$ cat config.mk
export PLATFORM = sky130hd
export DESIGN_NAME = grammar_file_tokenizer
export DESIGN_NICKNAME = d
export VERILOG_FILES = /design/src/rtl/gft_pkg.sv /design/src/rtl/grammar_file_tokenizer.sv
export SDC_FILE = /design/constraint.sdc
export NUM_CORES = 1
export LEC_CHECK = 0
export BUFFER_PORTS_ARGS = -buffer_cell sky130_fd_sc_hd__clkbuf_2
export CAP_MARGIN = 20
export CORE_MARGIN = 2
export CORE_UTILIZATION = 62
export CTS_BUF_LIST = sky130_fd_sc_hd__clkbuf_16
export DETAILED_ROUTE_END_ITERATION = 10
export GPL_ROUTABILITY_DRIVEN = 1
export PLACE_DENSITY = 0.81
export SYNTH_ARGS = -nofsm -noshare
export SYNTH_HDL_FRONTEND = slang
export SYNTH_SLANG_ARGS = --single-unit
$ cat constraint.sdc
create_clock -name clk -period 6.5 [get_ports clk]
set_input_delay 0.65 -clock clk [delete_from_list [all_inputs] [get_ports clk]]
set_output_delay 0.65 -clock clk [all_outputs]
set_load 0.1 [all_outputs]
$ cat src/rtl/gft_pkg.sv
// package for the grammar file tokenizer: token kinds, scan modes, constants, result record
`timescale 1ns / 1ps
`default_nettype none
package gft_pkg;

  // default width of the line, column and length counters
  localparam int POSITION_WIDTH = 16;
  // width of the position and length fields on the result port
  localparam int OUT_W          = 16;
  localparam int CP_W           = 21;
  // entries in the result queue
  localparam int QUEUE_DEPTH    = 4;

  // token kinds as reported on the result port
  typedef enum logic [3:0] {
    K_UNDEF  = 4'd0,
    K_EOF    = 4'd1,
    K_IGNORE = 4'd2,
    K_EQ     = 4'd3,
    K_EOL    = 4'd4,
    K_ENTRY  = 4'd5,
    K_SPACE  = 4'd6,
    K_UPPER  = 4'd7,
    K_LOWER  = 4'd8,
    K_REGEX  = 4'd9,
    K_PRIO   = 4'd10
  } kind_t;

  // scanner modes: idle, and one or more per kind of open token
  typedef enum logic [3:0] {
    M_IDLE        = 4'd0,
    M_DOLLAR      = 4'd1,
    M_SPACE       = 4'd2,
    M_UPPER       = 4'd3,
    M_LOWER       = 4'd4,
    M_REGEX       = 4'd5,
    M_REGEX_ESC   = 4'd6,
    M_PRIO_OPEN   = 4'd7,
    M_PRIO_DIGITS = 4'd8
  } mode_t;

  // codepoints with a meaning of their own
  localparam logic [CP_W-1:0] CP_TAB    = 21'h09;
  localparam logic [CP_W-1:0] CP_LF     = 21'h0a;
  localparam logic [CP_W-1:0] CP_CR     = 21'h0d;
  localparam logic [CP_W-1:0] CP_SP     = 21'h20;
  localparam logic [CP_W-1:0] CP_BANG   = 21'h21;
  localparam logic [CP_W-1:0] CP_QUOTE  = 21'h22;
  localparam logic [CP_W-1:0] CP_DOLLAR = 21'h24;
  localparam logic [CP_W-1:0] CP_0      = 21'h30;
  localparam logic [CP_W-1:0] CP_9      = 21'h39;
  localparam logic [CP_W-1:0] CP_SEMI   = 21'h3b;
  localparam logic [CP_W-1:0] CP_LT     = 21'h3c;
  localparam logic [CP_W-1:0] CP_EQ     = 21'h3d;
  localparam logic [CP_W-1:0] CP_GT     = 21'h3e;
  localparam logic [CP_W-1:0] CP_UP_A   = 21'h41;
  localparam logic [CP_W-1:0] CP_UP_S   = 21'h53;
  localparam logic [CP_W-1:0] CP_UP_Z   = 21'h5a;
  localparam logic [CP_W-1:0] CP_BSLASH = 21'h5c;
  localparam logic [CP_W-1:0] CP_USCORE = 21'h5f;
  localparam logic [CP_W-1:0] CP_LO_A   = 21'h61;
  localparam logic [CP_W-1:0] CP_LO_Z   = 21'h7a;

  // one queued result
  typedef struct packed {
    kind_t            kind;
    logic [OUT_W-1:0] begin_line;
    logic [OUT_W-1:0] begin_column;
    logic [OUT_W-1:0] end_line;
    logic [OUT_W-1:0] end_column;
    logic [OUT_W-1:0] length;
    logic             last;
  } result_t;

endpackage
`default_nettype wire

$ cat src/rtl/grammar_file_tokenizer.sv
// grammar file tokenizer: one codepoint per transaction in, token records out
// a result is queued at the edge that accepts its codepoint; out_valid is high
//   while the queue holds any result
// throughput: one codepoint per cycle unless stalled; an item yields up to two
//   results, drained one per cycle while out_stall is low, through a four-entry
//   result queue that stalls the input when fewer than two entries are free
// reset: synchronous active-low rst_n clears mode, positions to 1, queue empty
`timescale 1ns / 1ps
`default_nettype none
module grammar_file_tokenizer #(
  parameter int POSITION_WIDTH = gft_pkg::POSITION_WIDTH
) (
  input  wire logic                     clk,
  input  wire logic                     rst_n,
  // configuration
  input  wire logic                     cfg_wr_en,
  input  wire logic                     cfg_wr_data,
  // codepoint input
  input  wire logic                     in_valid,
  output      logic                     in_stall,
  input  wire logic [gft_pkg::CP_W-1:0] in_codepoint,
  input  wire logic                     in_end_of_input,
  // token output
  output      logic                     out_valid,
  input  wire logic                     out_stall,
  output      logic [3:0]               out_token_kind,
  output      logic [gft_pkg::OUT_W-1:0] out_begin_line,
  output      logic [gft_pkg::OUT_W-1:0] out_begin_column,
  output      logic [gft_pkg::OUT_W-1:0] out_end_line,
  output      logic [gft_pkg::OUT_W-1:0] out_end_column,
  output      logic [gft_pkg::OUT_W-1:0] out_token_length,
  output      logic                     out_last_of_run
);

  localparam int P     = POSITION_WIDTH;
  localparam int DEPTH = gft_pkg::QUEUE_DEPTH;
  localparam int PTR_W = $clog2(DEPTH);
  localparam int CNT_W = $clog2(DEPTH + 1);

  // saturating increment of a position or length counter
  function automatic logic [P-1:0] sat_inc(input logic [P-1:0] v);
    return (v == {P{1'b1}}) ? v : v + 1'b1;
  endfunction

  // build one result record from counter values
  function automatic gft_pkg::result_t mk_res(input gft_pkg::kind_t k,
                                               input logic [P-1:0] bl,
                                               input logic [P-1:0] bc,
                                               input logic [P-1:0] el,
                                               input logic [P-1:0] ec,
                                               input logic [P-1:0] len);
    gft_pkg::result_t r;
    r.kind         = k;
    r.begin_line   = gft_pkg::OUT_W'(bl);
    r.begin_column = gft_pkg::OUT_W'(bc);
    r.end_line     = gft_pkg::OUT_W'(el);
    r.end_column   = gft_pkg::OUT_W'(ec);
    r.length       = gft_pkg::OUT_W'(len);
    r.last         = 1'b0;
    return r;
  endfunction

  // scanner state
  gft_pkg::mode_t mode_r, mode_nxt;
  logic [P-1:0]   cl_r, cl_nxt;
  logic [P-1:0]   cc_r, cc_nxt;
  logic [P-1:0]   sl_r, sl_nxt;
  logic [P-1:0]   sc_r, sc_nxt;
  logic [P-1:0]   len_r, len_nxt;
  logic           drop_r;

  // result queue
  gft_pkg::result_t q_r [DEPTH];
  logic [PTR_W-1:0] wr_r, rd_r;
  logic [CNT_W-1:0] cnt_r;

  logic             in_acc, out_acc;
  logic [gft_pkg::CP_W-1:0] c;

  // codepoint classes
  logic is_sp, is_up, is_lo, is_dg, is_lf;
  logic [P-1:0] cl_c, cc_c;

  // begin-token decode
  logic             bt_emit;
  gft_pkg::kind_t   bt_kind;
  gft_pkg::mode_t   bt_mode;

  // the two possible results of one item
  logic             a_v, b_v, a_keep;
  gft_pkg::result_t a_res, b_res, slot0, slot1;
  logic [1:0]       n_push;
  logic             do_begin;

  assign in_stall = (cnt_r > CNT_W'(DEPTH - 2));
  assign in_acc   = in_valid && !in_stall;
  assign out_valid = (cnt_r != '0);
  assign out_acc  = out_valid && !out_stall;
  assign c        = in_codepoint;

  // character classes, ASCII only
  assign is_sp = (c == gft_pkg::CP_SP) || (c >= gft_pkg::CP_TAB && c <= gft_pkg::CP_CR);
  assign is_up = (c >= gft_pkg::CP_UP_A) && (c <= gft_pkg::CP_UP_Z);
  assign is_lo = (c >= gft_pkg::CP_LO_A) && (c <= gft_pkg::CP_LO_Z);
  assign is_dg = (c >= gft_pkg::CP_0) && (c <= gft_pkg::CP_9);
  assign is_lf = (c == gft_pkg::CP_LF);

  // position after consuming the codepoint
  assign cl_c = is_lf ? sat_inc(cl_r) : cl_r;
  assign cc_c = is_lf ? P'(1) : sat_inc(cc_r);

  // what a codepoint does when it opens a token
  always_comb begin
    bt_emit = 1'b0;
    bt_kind = gft_pkg::K_UNDEF;
    bt_mode = gft_pkg::M_IDLE;
    if (c == gft_pkg::CP_BANG) begin
      bt_emit = 1'b1;
      bt_kind = gft_pkg::K_IGNORE;
    end else if (c == gft_pkg::CP_EQ) begin
      bt_emit = 1'b1;
      bt_kind = gft_pkg::K_EQ;
    end else if (c == gft_pkg::CP_SEMI) begin
      bt_emit = 1'b1;
      bt_kind = gft_pkg::K_EOL;
    end else if (c == gft_pkg::CP_DOLLAR) begin
      bt_mode = gft_pkg::M_DOLLAR;
    end else if (is_sp) begin
      bt_mode = gft_pkg::M_SPACE;
    end else if (is_up) begin
      bt_mode = gft_pkg::M_UPPER;
    end else if (is_lo) begin
      bt_mode = gft_pkg::M_LOWER;
    end else if (c == gft_pkg::CP_QUOTE) begin
      bt_mode = gft_pkg::M_REGEX;
    end else if (c == gft_pkg::CP_LT) begin
      bt_mode = gft_pkg::M_PRIO_OPEN;
    end else begin
      bt_emit = 1'b1;
    end
  end

  // scanner step: results and next state for the codepoint at the input
  always_comb begin
    mode_nxt = mode_r;
    cl_nxt   = cl_r;
    cc_nxt   = cc_r;
    sl_nxt   = sl_r;
    sc_nxt   = sc_r;
    len_nxt  = len_r;
    a_v      = 1'b0;
    b_v      = 1'b0;
    a_res    = mk_res(gft_pkg::K_UNDEF, sl_r, sc_r, cl_r, cc_r, len_r);
    b_res    = mk_res(gft_pkg::K_EOF, cl_r, cc_r, cl_r, cc_r, '0);
    do_begin = 1'b0;
    if (in_end_of_input) begin
      // flush the open token, then end-of-file, then positions back to 1
      a_v = (mode_r != gft_pkg::M_IDLE);
      case (mode_r)
        gft_pkg::M_SPACE: a_res.kind = gft_pkg::K_SPACE;
        gft_pkg::M_UPPER: a_res.kind = gft_pkg::K_UPPER;
        gft_pkg::M_LOWER: a_res.kind = gft_pkg::K_LOWER;
        default:          a_res.kind = gft_pkg::K_UNDEF;
      endcase
      b_v      = 1'b1;
      mode_nxt = gft_pkg::M_IDLE;
      cl_nxt   = P'(1);
      cc_nxt   = P'(1);
      sl_nxt   = P'(1);
      sc_nxt   = P'(1);
      len_nxt  = '0;
    end else begin
      case (mode_r)
        gft_pkg::M_DOLLAR: begin
          if (c == gft_pkg::CP_UP_S) begin
            a_v      = 1'b1;
            a_res    = mk_res(gft_pkg::K_ENTRY, sl_r, sc_r, cl_c, cc_c, sat_inc(len_r));
            mode_nxt = gft_pkg::M_IDLE;
            len_nxt  = '0;
            cl_nxt   = cl_c;
            cc_nxt   = cc_c;
          end else begin
            a_v      = 1'b1;
            do_begin = 1'b1;
          end
        end
        gft_pkg::M_SPACE: begin
          if (is_sp) begin
            cl_nxt  = cl_c;
            cc_nxt  = cc_c;
            len_nxt = sat_inc(len_r);
          end else begin
            a_v        = 1'b1;
            a_res.kind = gft_pkg::K_SPACE;
            do_begin   = 1'b1;
          end
        end
        gft_pkg::M_UPPER: begin
          if (is_up || is_dg || c == gft_pkg::CP_USCORE) begin
            cl_nxt  = cl_c;
            cc_nxt  = cc_c;
            len_nxt = sat_inc(len_r);
          end else begin
            a_v        = 1'b1;
            a_res.kind = gft_pkg::K_UPPER;
            do_begin   = 1'b1;
          end
        end
        gft_pkg::M_LOWER: begin
          if (is_lo || is_dg || c == gft_pkg::CP_USCORE) begin
            cl_nxt  = cl_c;
            cc_nxt  = cc_c;
            len_nxt = sat_inc(len_r);
          end else begin
            a_v        = 1'b1;
            a_res.kind = gft_pkg::K_LOWER;
            do_begin   = 1'b1;
          end
        end
        gft_pkg::M_REGEX: begin
          cl_nxt  = cl_c;
          cc_nxt  = cc_c;
          len_nxt = sat_inc(len_r);
          if (c == gft_pkg::CP_QUOTE) begin
            a_v      = 1'b1;
            a_res    = mk_res(gft_pkg::K_REGEX, sl_r, sc_r, cl_c, cc_c, sat_inc(len_r));
            mode_nxt = gft_pkg::M_IDLE;
            len_nxt  = '0;
          end else if (c == gft_pkg::CP_BSLASH) begin
            mode_nxt = gft_pkg::M_REGEX_ESC;
          end
        end
        gft_pkg::M_REGEX_ESC: begin
          cl_nxt   = cl_c;
          cc_nxt   = cc_c;
          len_nxt  = sat_inc(len_r);
          mode_nxt = gft_pkg::M_REGEX;
        end
        gft_pkg::M_PRIO_OPEN: begin
          if (is_dg) begin
            cl_nxt   = cl_c;
            cc_nxt   = cc_c;
            len_nxt  = sat_inc(len_r);
            mode_nxt = gft_pkg::M_PRIO_DIGITS;
          end else begin
            a_v      = 1'b1;
            do_begin = 1'b1;
          end
        end
        gft_pkg::M_PRIO_DIGITS: begin
          if (is_dg) begin
            cl_nxt  = cl_c;
            cc_nxt  = cc_c;
            len_nxt = sat_inc(len_r);
          end else if (c == gft_pkg::CP_GT) begin
            a_v      = 1'b1;
            a_res    = mk_res(gft_pkg::K_PRIO, sl_r, sc_r, cl_c, cc_c, sat_inc(len_r));
            mode_nxt = gft_pkg::M_IDLE;
            len_nxt  = '0;
            cl_nxt   = cl_c;
            cc_nxt   = cc_c;
          end else begin
            a_v      = 1'b1;
            do_begin = 1'b1;
          end
        end
        default: begin
          do_begin = 1'b1;
        end
      endcase
      // the codepoint opens a new token
      if (do_begin) begin
        sl_nxt   = cl_r;
        sc_nxt   = cc_r;
        cl_nxt   = cl_c;
        cc_nxt   = cc_c;
        b_v      = bt_emit;
        b_res    = mk_res(bt_kind, cl_r, cc_r, cl_c, cc_c, P'(1));
        mode_nxt = bt_emit ? gft_pkg::M_IDLE : bt_mode;
        len_nxt  = bt_emit ? '0 : P'(1);
      end
    end
  end

  // drop whitespace when asked, pack into queue slots and mark the last one
  always_comb begin
    a_keep = a_v && !(drop_r && a_res.kind == gft_pkg::K_SPACE);
    slot0  = a_keep ? a_res : b_res;
    slot1  = b_res;
    slot0.last = !(a_keep && b_v);
    slot1.last = 1'b1;
    n_push = 2'(a_keep) + 2'(b_v);
  end

  // scanner state registers
  always_ff @(posedge clk) begin
    if (!rst_n) begin
      mode_r <= gft_pkg::M_IDLE;
      cl_r   <= P'(1);
      cc_r   <= P'(1);
      sl_r   <= P'(1);
      sc_r   <= P'(1);
      len_r  <= '0;
    end else if (in_acc) begin
      mode_r <= mode_nxt;
      cl_r   <= cl_nxt;
      cc_r   <= cc_nxt;
      sl_r   <= sl_nxt;
      sc_r   <= sc_nxt;
      len_r  <= len_nxt;
    end
  end

  // configuration register
  always_ff @(posedge clk) begin
    if (!rst_n) begin
      drop_r <= 1'b0;
    end else if (cfg_wr_en) begin
      drop_r <= cfg_wr_data;
    end
  end

  // result queue storage
  always_ff @(posedge clk) begin
    if (in_acc && n_push != 2'd0) begin
      q_r[wr_r] <= slot0;
    end
    if (in_acc && n_push == 2'd2) begin
      q_r[wr_r + 1'b1] <= slot1;
    end
  end

  // result queue pointers and fill count
  always_ff @(posedge clk) begin
    if (!rst_n) begin
      wr_r  <= '0;
      rd_r  <= '0;
      cnt_r <= '0;
    end else begin
      if (in_acc) begin
        wr_r <= wr_r + PTR_W'(n_push);
      end
      if (out_acc) begin
        rd_r <= rd_r + 1'b1;
      end
      cnt_r <= cnt_r + (in_acc ? CNT_W'(n_push) : '0) - CNT_W'(out_acc);
    end
  end

  // head of the queue drives the result port
  assign out_token_kind   = q_r[rd_r].kind;
  assign out_begin_line   = q_r[rd_r].begin_line;
  assign out_begin_column = q_r[rd_r].begin_column;
  assign out_end_line     = q_r[rd_r].end_line;
  assign out_end_column   = q_r[rd_r].end_column;
  assign out_token_length = q_r[rd_r].length;
  assign out_last_of_run  = q_r[rd_r].last;

`ifndef NO_ASSERTIONS
  // queue never overfills
  a_cnt_bound: assert property (@(posedge clk) disable iff (!rst_n)
    cnt_r <= CNT_W'(DEPTH))
    else $error("result queue over capacity");

  // an end transaction always leaves a result queued
  a_eof_queued: assert property (@(posedge clk) disable iff (!rst_n)
    in_acc && in_end_of_input |=> cnt_r != '0)
    else $error("end of input produced no result");

  // an end transaction resets the position
  a_eof_pos: assert property (@(posedge clk) disable iff (!rst_n)
    in_acc && in_end_of_input |=> (cl_r == P'(1) && cc_r == P'(1) && mode_r == gft_pkg::M_IDLE))
    else $error("position not reset after end of input");

  // end-of-file records carry zero length
  a_eof_len: assert property (@(posedge clk) disable iff (!rst_n)
    out_valid && out_token_kind == gft_pkg::K_EOF |-> out_token_length == '0)
    else $error("end-of-file record with nonzero length");
`endif

endmodule
`default_nettype wire

== Word level (Yosys, flattened, before mapping) ==
Memories as Yosys holds them, arrays and structs flattened. A register that Yosys moved wholly into a read port is not among the register bits.
Cells that the tools add are included.
Widths: inputs -> output; s select.

* Bits in registers: 92
* Latch bits: 0
* RAM bits: 340
* ROM bits: 0
* Input bits: 28
* Output and inout port bits: 87
* Logic and storage cells: 204
* Memories: 1

{| class="wikitable"
|+ Memory list
! name !! depth !! width !! read ports !! clocked after Yosys merged registers in !! wr ports !! RTL line !! text
|-
| q_r || 4 || 85 || 1 || 1 || 2 || grammar_file_tokenizer.sv:73 || <nowiki>gft_pkg::result_t q_r [DEPTH];</nowiki>
|}

* Add/subtract/negate cells: 9
* Multipliers: 0
* Div/mod/pow operators: 0
* Order comparisons: 9
* Equality and inequality tests: 34
* Shift-type cells: 0
* Mux-type cells: 108
* Bitwise gates (word level): 0
* Reduce and logical (&&, ||, !) cells: 33

{| class="wikitable"
|+ Operators with widths
! cell !! count
|-
| $mux 16 || 37
|-
| $mux 85 || 6
|-
| $pmux 81 s3 || 1
|-
| $pmux 16 s7 || 2
|-
| $eq 21x6->1 const B || 8
|-
| $pmux 16 s8 || 1
|-
| $mux 84 || 1
|-
| $mux 81 || 1
|-
| $eq 21x7->1 const B || 3
|-
| $add 16x1->16 const B || 3
|-
| $eq 16x16->1 const B || 3
|-
| $mux 4 || 11
|-
| $ge 21x7->1 const B || 2
|-
| $le 21x7->1 const B || 2
|-
| $mux 3 || 14
|-
| $ne 4x4->1 const B || 7
|-
| $mux 1 || 26
|-
| $pmux 4 s6 || 1
|-
| $eq 21x4->1 const B || 1
|-
| $ge 21x4->1 const B || 1
|-
| $ge 21x6->1 const B || 1
|-
| $le 21x4->1 const B || 1
|-
| $le 21x6->1 const B || 1
|-
| $eq 4x3->1 const B || 5
|-
| other kinds (29) || 54
|}

== Longest topological paths before layout ==
Gate-level depths: netlist of run 1.

* Word-level depth: 17
* Depth in mapped cells: 19
* Gate-level depth less buffers: 17

== Least setup slack after synthesis of run 1 ==
No wires, ideal clock.

* Path kind: in2reg
* Start: in in_codepoint[0] (netlist name)
* End: mem q_r[1][35] (netlist name), data pin
* Setup time: 139 ps
* Arrival time: 5,157 ps
* Data required time: 6,361 ps
* Setup slack: 1,204 ps
* Cell stages on the path: 15
* Buffers on the path: 3
* Cells stage by stage: buf_2 > or4b_1 > a21oi_1 > o211a_1 > o41ai_1 > and2_0 > nor2_2 > clkbuf_1 > ha_1 > clkbuf_1 > nand2_1 > nor3_1 > nor2_1 > inv_1 > o221a_2

{| class="wikitable"
|+ RTL lines
! element !! RTL line !! text
|-
| start, declared || grammar_file_tokenizer.sv:21 || <nowiki>input wire logic [gft_pkg::CP_W-1:0] in_codepoint,</nowiki>
|-
| end, declared || grammar_file_tokenizer.sv:73 ||
|}

==> results of run 1 <==
metal layers:
metal	vias up	wire [microns]	GRT usage
met5	-	0	0
met2	1191	29700	0.559
met3	205	6510	0.0602
met1	8470	23200	0.448
met4	0	2330	0.140
li1	7506	-	-
cell type report:
| class | count | area (sq um) | share of cell area |
|---|---|---|---|
| Sequential cell | 434 | 11400 | 0.477 |
| Multi-Input combinational cell | 1241 | 9420 | 0.393 |
| Clock buffer | 46 | 1150 | 0.0480 |
| Timing Repair Buffer | 173 | 1080 | 0.0451 |
| Tap cell | 455 | 569 | 0.0238 |
| Clock inverter | 36 | 229 | 0.00956 |
| Inverter | 25 | 93.8 | 0.00392 |
placed cells by master (no fill, tap or decap), types with 13 or more instances in the layout:
cell and n:
a21oi_1 95, a22o_1 148, a22oi_1 40, a311oi_1 23, a31oi_1 13, and3_1 15, buf_4 53, clkbuf_16 46
clkbuf_2 114, dfxtp_1 160, edfxtp_1 272, inv_1 31, mux4_2 85, nand2_1 127, nand3_1 83, nand4_1 13
nor2_1 121, nor3_1 38, o21ai_0 118, o221a_2 16, o22ai_1 26, o2bb2ai_1 65, xnor2_1 18
registers in the layout (all words and copies together) (netlist names), named ones only:
name	count
q_r	340
cc_r	16
cl_r	16
len_r	16
sc_r	16
sl_r	16
mode_r	4
cnt_r	3
rd_r	2
wr_r	2
drop_r	1
Yosys cell counts, types with 5 or more instances:
| cell | count |
|---|---|
| edfxtp_1 | 272 |
| dfxtp_1 | 162 |
| clkbuf_1 | 150 |
| a22o_1 | 148 |
| nand2_1 | 127 |
| nor2_1 | 124 |
| o21ai_0 | 119 |
| a21oi_1 | 96 |
| mux4_2 | 85 |
| nand3_1 | 83 |
| o2bb2ai_1 | 65 |
| a22oi_1 | 40 |
| nor3_1 | 40 |
| o22ai_1 | 26 |
| a311oi_1 | 23 |
| inv_1 | 23 |
| xnor2_1 | 18 |
| buf_1 | 17 |
| buf_2 | 16 |
| o221a_2 | 16 |
| and3_1 | 15 |
| a31oi_1 | 13 |
| nand4_1 | 13 |
| and2_1 | 12 |
| o211ai_1 | 11 |
| or3_1 | 11 |
| nand2b_1 | 10 |
| nor4_1 | 10 |
| ha_1 | 9 |
| o31ai_1 | 8 |
| mux2i_1 | 7 |
| xor2_1 | 7 |
| and4_1 | 6 |
| nor2b_1 | 6 |
| nor3b_1 | 6 |
| nor4b_1 | 5 |
through the flow:
step | instance area [sq um] | util | worst slack, ns
4_1_cts | 23900 | 0.695 | 1.29
2_1_floorplan | 21600 | - | 1.20
6_report | 24000 | 0.695 | 1.15
5_1_grt | 24000 | 0.695 | 0.810
3_5_place_dp | 22600 | 0.655 | 0.787
3_3_place_gp | 22600 | 0.655 | 0.931
worst reg2reg max path, cell delays in order (launching register included):
cell and delay, ns:
dfxtp_1 0.53, nor2b_1 0.48, o2111ai_1 0.23, o22ai_1 0.74, nor3_1 0.24, nor2_2 0.20
buf_4 0.32, ha_1 0.39, nand2_1 0.18, or2_2 0.52, o41a_1 0.20, and2_1 0.36
o32ai_4 0.58, a22o_1 0.26
cells by family (layout without fill, tap and decap cells):
logic type               after synthesis  after routing  share of synthesized area
flip-flops                           434            434                      0.528
buffers and inverters                210            280                     0.0381
AO/OA/AOI/OAI                        618            618                      0.211
XOR/XNOR                              25             25                     0.0101
multiplexers                          93             93                     0.0924
AND/OR/NAND/NOR                      495            495                      0.114
adder cells (fa/ha/maj)               10             10                    0.00614
how the worst max path moves through the flow:
stage,endpoint,start,slack [ns]
global placement,q_r[1][23],in_codepoint[3],0.93
detailed placement,q_r[3][32],in_codepoint[3],0.79
global route,q_r[1][22],in_codepoint[2],0.81
floorplan,q_r[1][35],in_codepoint[0],1.20
finish,q_r[3][32],mode_r[0],1.15
CTS,q_r[3][31],mode_r[0],1.29
power by group through the flow:
| stage | Sequential (mW) | Combinational (mW) | Clock (mW) |
|---|---|---|---|
| detailed placement | 3.29 | 2.93 | 0 |
| global placement | 3.27 | 2.92 | 0 |
| finish | 3.23 | 2.95 | 2.41 |
| floorplan | 3.21 | 2.45 | 0 |
| CTS | 3.23 | 2.94 | 2.42 |
| global route | 3.25 | 3.03 | 2.52 |
==> flow_metrics.tcl, run 1 <==
set metrics [dict create \
    crit_required_ns 6.91 \
    start_util 0.627 \
    hold_class "primary input to flop" \
    postCtsSetupBuffers 0 \
    critical_path_arrival_ns 5.76 \
    period_share 0.823 \
    syn_area_sq_um 21600 \
    clock_latency_ns 0.54 \
    overflow 0 \
    maxCapViolCount 0 \
    grt_max_degree 45 \
    crit_chain "nor2b_1, o2111ai_1, o22ai_1, nor3_1, nor2_2, buf_4, ha_1, nand2_1, or2_2, o41a_1, and2_1, o32ai_4, a22o_1" \
    syn_inst 1885 \
    switching_power_mw 3.50 \
    numClockSinks 434 \
    syn-num-nets 1923 \
    critPathMaxFanout 26 \
    status "completed" \
    crit_family "compound AO/OA/AOI/OAI gates" \
    vias 17400 \
    seq_area_frac_synth 0.528 \
    area_growth_pct 10.9 \
    fmax_mhz 187 \
    cts_root_buffer "clkbuf_16" \
    power_frac_seq 0.376 \
    ant_nets 0 \
    drv_slew 0 \
    synth_ff_type "edfxtp_1" \
    place_hpwl_microns 39500 \
    dr.pass1.iters 9 \
    syn_avg_cell_area_sq_um 11.5 \
    synth-seq-cells 434 \
    place_inst 2327 \
    finClkSkew_ns 0.0142 \
    leakage_nw 8.00 \
    drt_iter0_markers 1977 \
    synth_cell_types 83 \
    clk_pin_slew_ns 0.06 \
    grt_pass1_wl_microns 95300 \
    relSlewSlack 0.331 \
    whs_path_depth 3 \
    holdPathEnd "drop_r" \
    finalHoldViolCount 0 \
    hold_buffers 0 \
    placeableCoreArea_sq_um 34500 \
    cts_resized 0 \
    die_area_sq_um 36300 \
    nFillCells 2416 \
    rows 68 \
    p_comb_frac 0.343 \
    p_total_mw 8.58 \
    ios 115 \
    via_per_inst 7.21 \
    drive_gt1_frac 0.193 \
    nNetsFinal 1957 \
    drc 0 \
    htreeDepth 2 \
    setup_viol 0 \
    r2r_start "mode_r[0]" \
    reg2reg_slack_ns 1.15 \
    cts_buffers 44 \
    globalplace.congestion 0.927 \
    grt_usage 0.339 \
    max_slew.worst_pin.slew_ns 1.00 \
    worst-path-stages 13 \
    min_period_ns 5.35 \
    synth-edff-count 272 \
    crit_type "flop to flop" \
    antenna_found_initial 0 \
    r2r-end "q_r[3][32]" \
    worstRegToRegCells 13 \
    synthArstFlopShare 0 \
    hold_ws_ns 0.378 \
    min_from "cfg_wr_data" \
    grt_pass1_vias 16900 \
    cts_tree "done" \
    pwr-share-clk 0.280 \
    worstPathBufferInverterCount 1 \
    detail_route.wl_per_cell_microns 25.6 \
    clock_path_buffers 3 \
    p_sw_frac 0.408 \
    final.setup.tns_ns 0 \
    cp-end-kind "flop" \
    synth_top_area_frac 0.378 \
    synth_area_leader_cell "edfxtp_1" \
    synth_top_cells_by_area "edfxtp_1, dfxtp_1, mux4_2" \
    rsz0062_at_grt "false" \
    internal_power_mw 5.08 \
    yosysWarnings 0 \
    routed_wl_microns 61700 \
    cp-start-kind "flop" \
    vdd_drop_max_mv 0.366 \
    dieHeight_microns 191 \
    die_w_microns 191 \
    powerDensity_nw_per_um2 358 \
    fin_cells 2410 \
    crit_path_top_delay_cell "o22ai_1" \
    diodes 0 \
    cpPeakStageDelay_ns 0.74 \
    io_buffers 114 \
]
Note: power is estimated with default switching activity, not from simulation.
==> inputs of run 2 (changes only) <==
clock period = 5.2 ns   (was 6.5 ns; I/O delays follow)
==> flow_metrics.tcl, run 2 (synthesis results as in run 1) <==
set metrics [dict create \
    dpl_cell_area_sq_um 22700 \
    r2r-end "q_r[3][18]" \
    worstPathBufferInverterCount 2 \
    status "completed" \
    vdd_drop_max_mv 0.648 \
    worstRegToRegCells 14 \
    grt_usage 0.342 \
    leakage_nw 8.04 \
    cts_tree "done" \
    crit_type "flop to flop" \
    antenna_found_initial 0 \
    drt_iter0_markers 2072 \
    maxCapViolCount 0 \
    drc 0 \
    placeableCoreArea_sq_um 34500 \
    rows 68 \
    drv_slew 0 \
    place_hpwl_microns 38600 \
    crit_end "q_r[3][18]" \
    routed_wl_microns 61900 \
    relSlewSlack 0.285 \
    design_area_sq_um 24000 \
    nNetsFinal 1972 \
    reg2reg_slack_ns 0.57 \
    critical_path_arrival_ns 5.06 \
    ant_nets 0 \
    grt_max_degree 73 \
    crit_path_top_delay_cell "dfxtp_1" \
    ios 115 \
    overflow 0 \
    crit_chain "nor2b_1, o2111ai_1, o22ai_1, nor3_1, nor2_2, buf_4, inv_2, ha_1, nor2_1, nand3_1, o41a_1, and2_1, o32ai_4, a22o_1" \
    powerDensity_nw_per_um2 445 \
    hold_class "primary input to flop" \
    worst-path-stages 14 \
    max_slew.worst_pin.slew_ns 1.07 \
    crit_required_ns 5.62 \
    min_period_ns 4.63 \
    largest_register_ffs 340 \
    final.setup.tns_ns 0 \
    setup_viol 0 \
    rsz0062_at_grt "false" \
    grt_pass1_wl_microns 95900 \
    clock_latency_ns 0.57 \
    most-common-layout-cells "edfxtp_1, dfxtp_1, a22o_1" \
    diodes 0 \
    cpPeakStageDelay_ns 0.55 \
    vias 17400 \
    regMostFlops "q_r" \
    period_share 0.891 \
    htreeDepth 2 \
    hold_buffers 0 \
    via_per_inst 7.17 \
    die_w_microns 191 \
    crit_family "compound AO/OA/AOI/OAI gates" \
    crit_path_start "mode_r[0]" \
    postCtsSetupBuffers 0 \
    drive_gt1_frac 0.198 \
    die_area_sq_um 36300 \
    cts_buffers 44 \
    numClockSinks 434 \
    globalplace.congestion 0.955 \
    finClkSkew_ns 0.0190 \
    cp-end-kind "flop" \
    cts_resized 0 \
    critPathMaxFanout 16 \
    cp-start-kind "flop" \
    area_growth_pct 11.2 \
    clock_path_buffers 3 \
    fmax_mhz 216 \
    finalHoldViolCount 0 \
    start_util 0.627 \
    grt_pass1_vias 17200 \
    dieHeight_microns 191 \
    io_buffers 114 \
    dr.pass1.iters 6 \
    detail_route.wl_per_cell_microns 25.6 \
    cts_root_buffer "clkbuf_16" \
    clk_pin_slew_ns 0.06 \
    r2r_start "mode_r[0]" \
    final_common_cell "edfxtp_1" \
]
==> run 2: cell count changes in the layout (fill, tap and decap cells not counted), moves of 2 or more <==
cell / before / now
buf_12: 5 / 7
buf_4: 53 / 67
clkbuf_16: 46 / 44
clkinv_4: 2 / 0
==> run 2: layer usage <==
| metal | global-route usage | vias up | routed length, microns |
|---|---|---|---|
| met2 | 0.567 | 1216 | 29800 |
| met1 | 0.440 | 8396 | 22400 |
| met3 | 0.0690 | 229 | 7100 |
| met5 | 0 | - | 0 |
| li1 | - | 7539 | - |
| met4 | 0.151 | 0 | 2630 |
==> run 2: tightest hold or removal path, stage by stage <==
cell,delay [ns]
clkbuf_2,0.07
mux2i_1,0.07
nor2_1,0.08
==> run 2: worst min-delay path by stage <==
stage               slack [ns]        start  cells after the start          to
floorplan                 0.42   q_r[1][11]                      2  q_r[1][11]
global placement          0.43    q_r[1][4]                      2   q_r[1][4]
detailed placement        0.44    q_r[1][4]                      2   q_r[1][4]
CTS                       0.20  cfg_wr_data                      3      drop_r
global route              0.23  cfg_wr_data                      3      drop_r
finish                    0.20  cfg_wr_data                      3      drop_r
==> run 2: power breakdown <==
group | switching, mW | internal, mW | leakage, nW
clock | 1.34 | 1.59 | 0.690
sequential | 0.181 | 3.89 | 4.05
combinational | 2.90 | 0.776 | 3.30
==> run 2: area by class of cell <==
cell class                      instances  area [sq um]
Inverter                               25          93.8
Timing Repair Buffer                  188          1210
Multi-Input combinational cell       1241          9410
Clock inverter                         36           211
Tap cell                              455           569
Sequential cell                       434         11400
Clock buffer                           44          1100
Fill cell                            2424         10400
==> run 2: metrics by stage <==
step	hold slack, ns	util	std cells	setup WS, ns	total power, mW
6_report	0.204	0.697	2423	0.566	10.7
5_1_grt	0.232	0.697	2423	0.243	10.9
4_1_cts	0.200	0.697	2423	0.703	10.7
3_5_place_dp	0.443	0.659	2343	0.371	7.80
3_3_place_gp	0.429	0.658	2341	0.572	7.76
2_1_floorplan	0.420	-	1885	0.0344	7.07
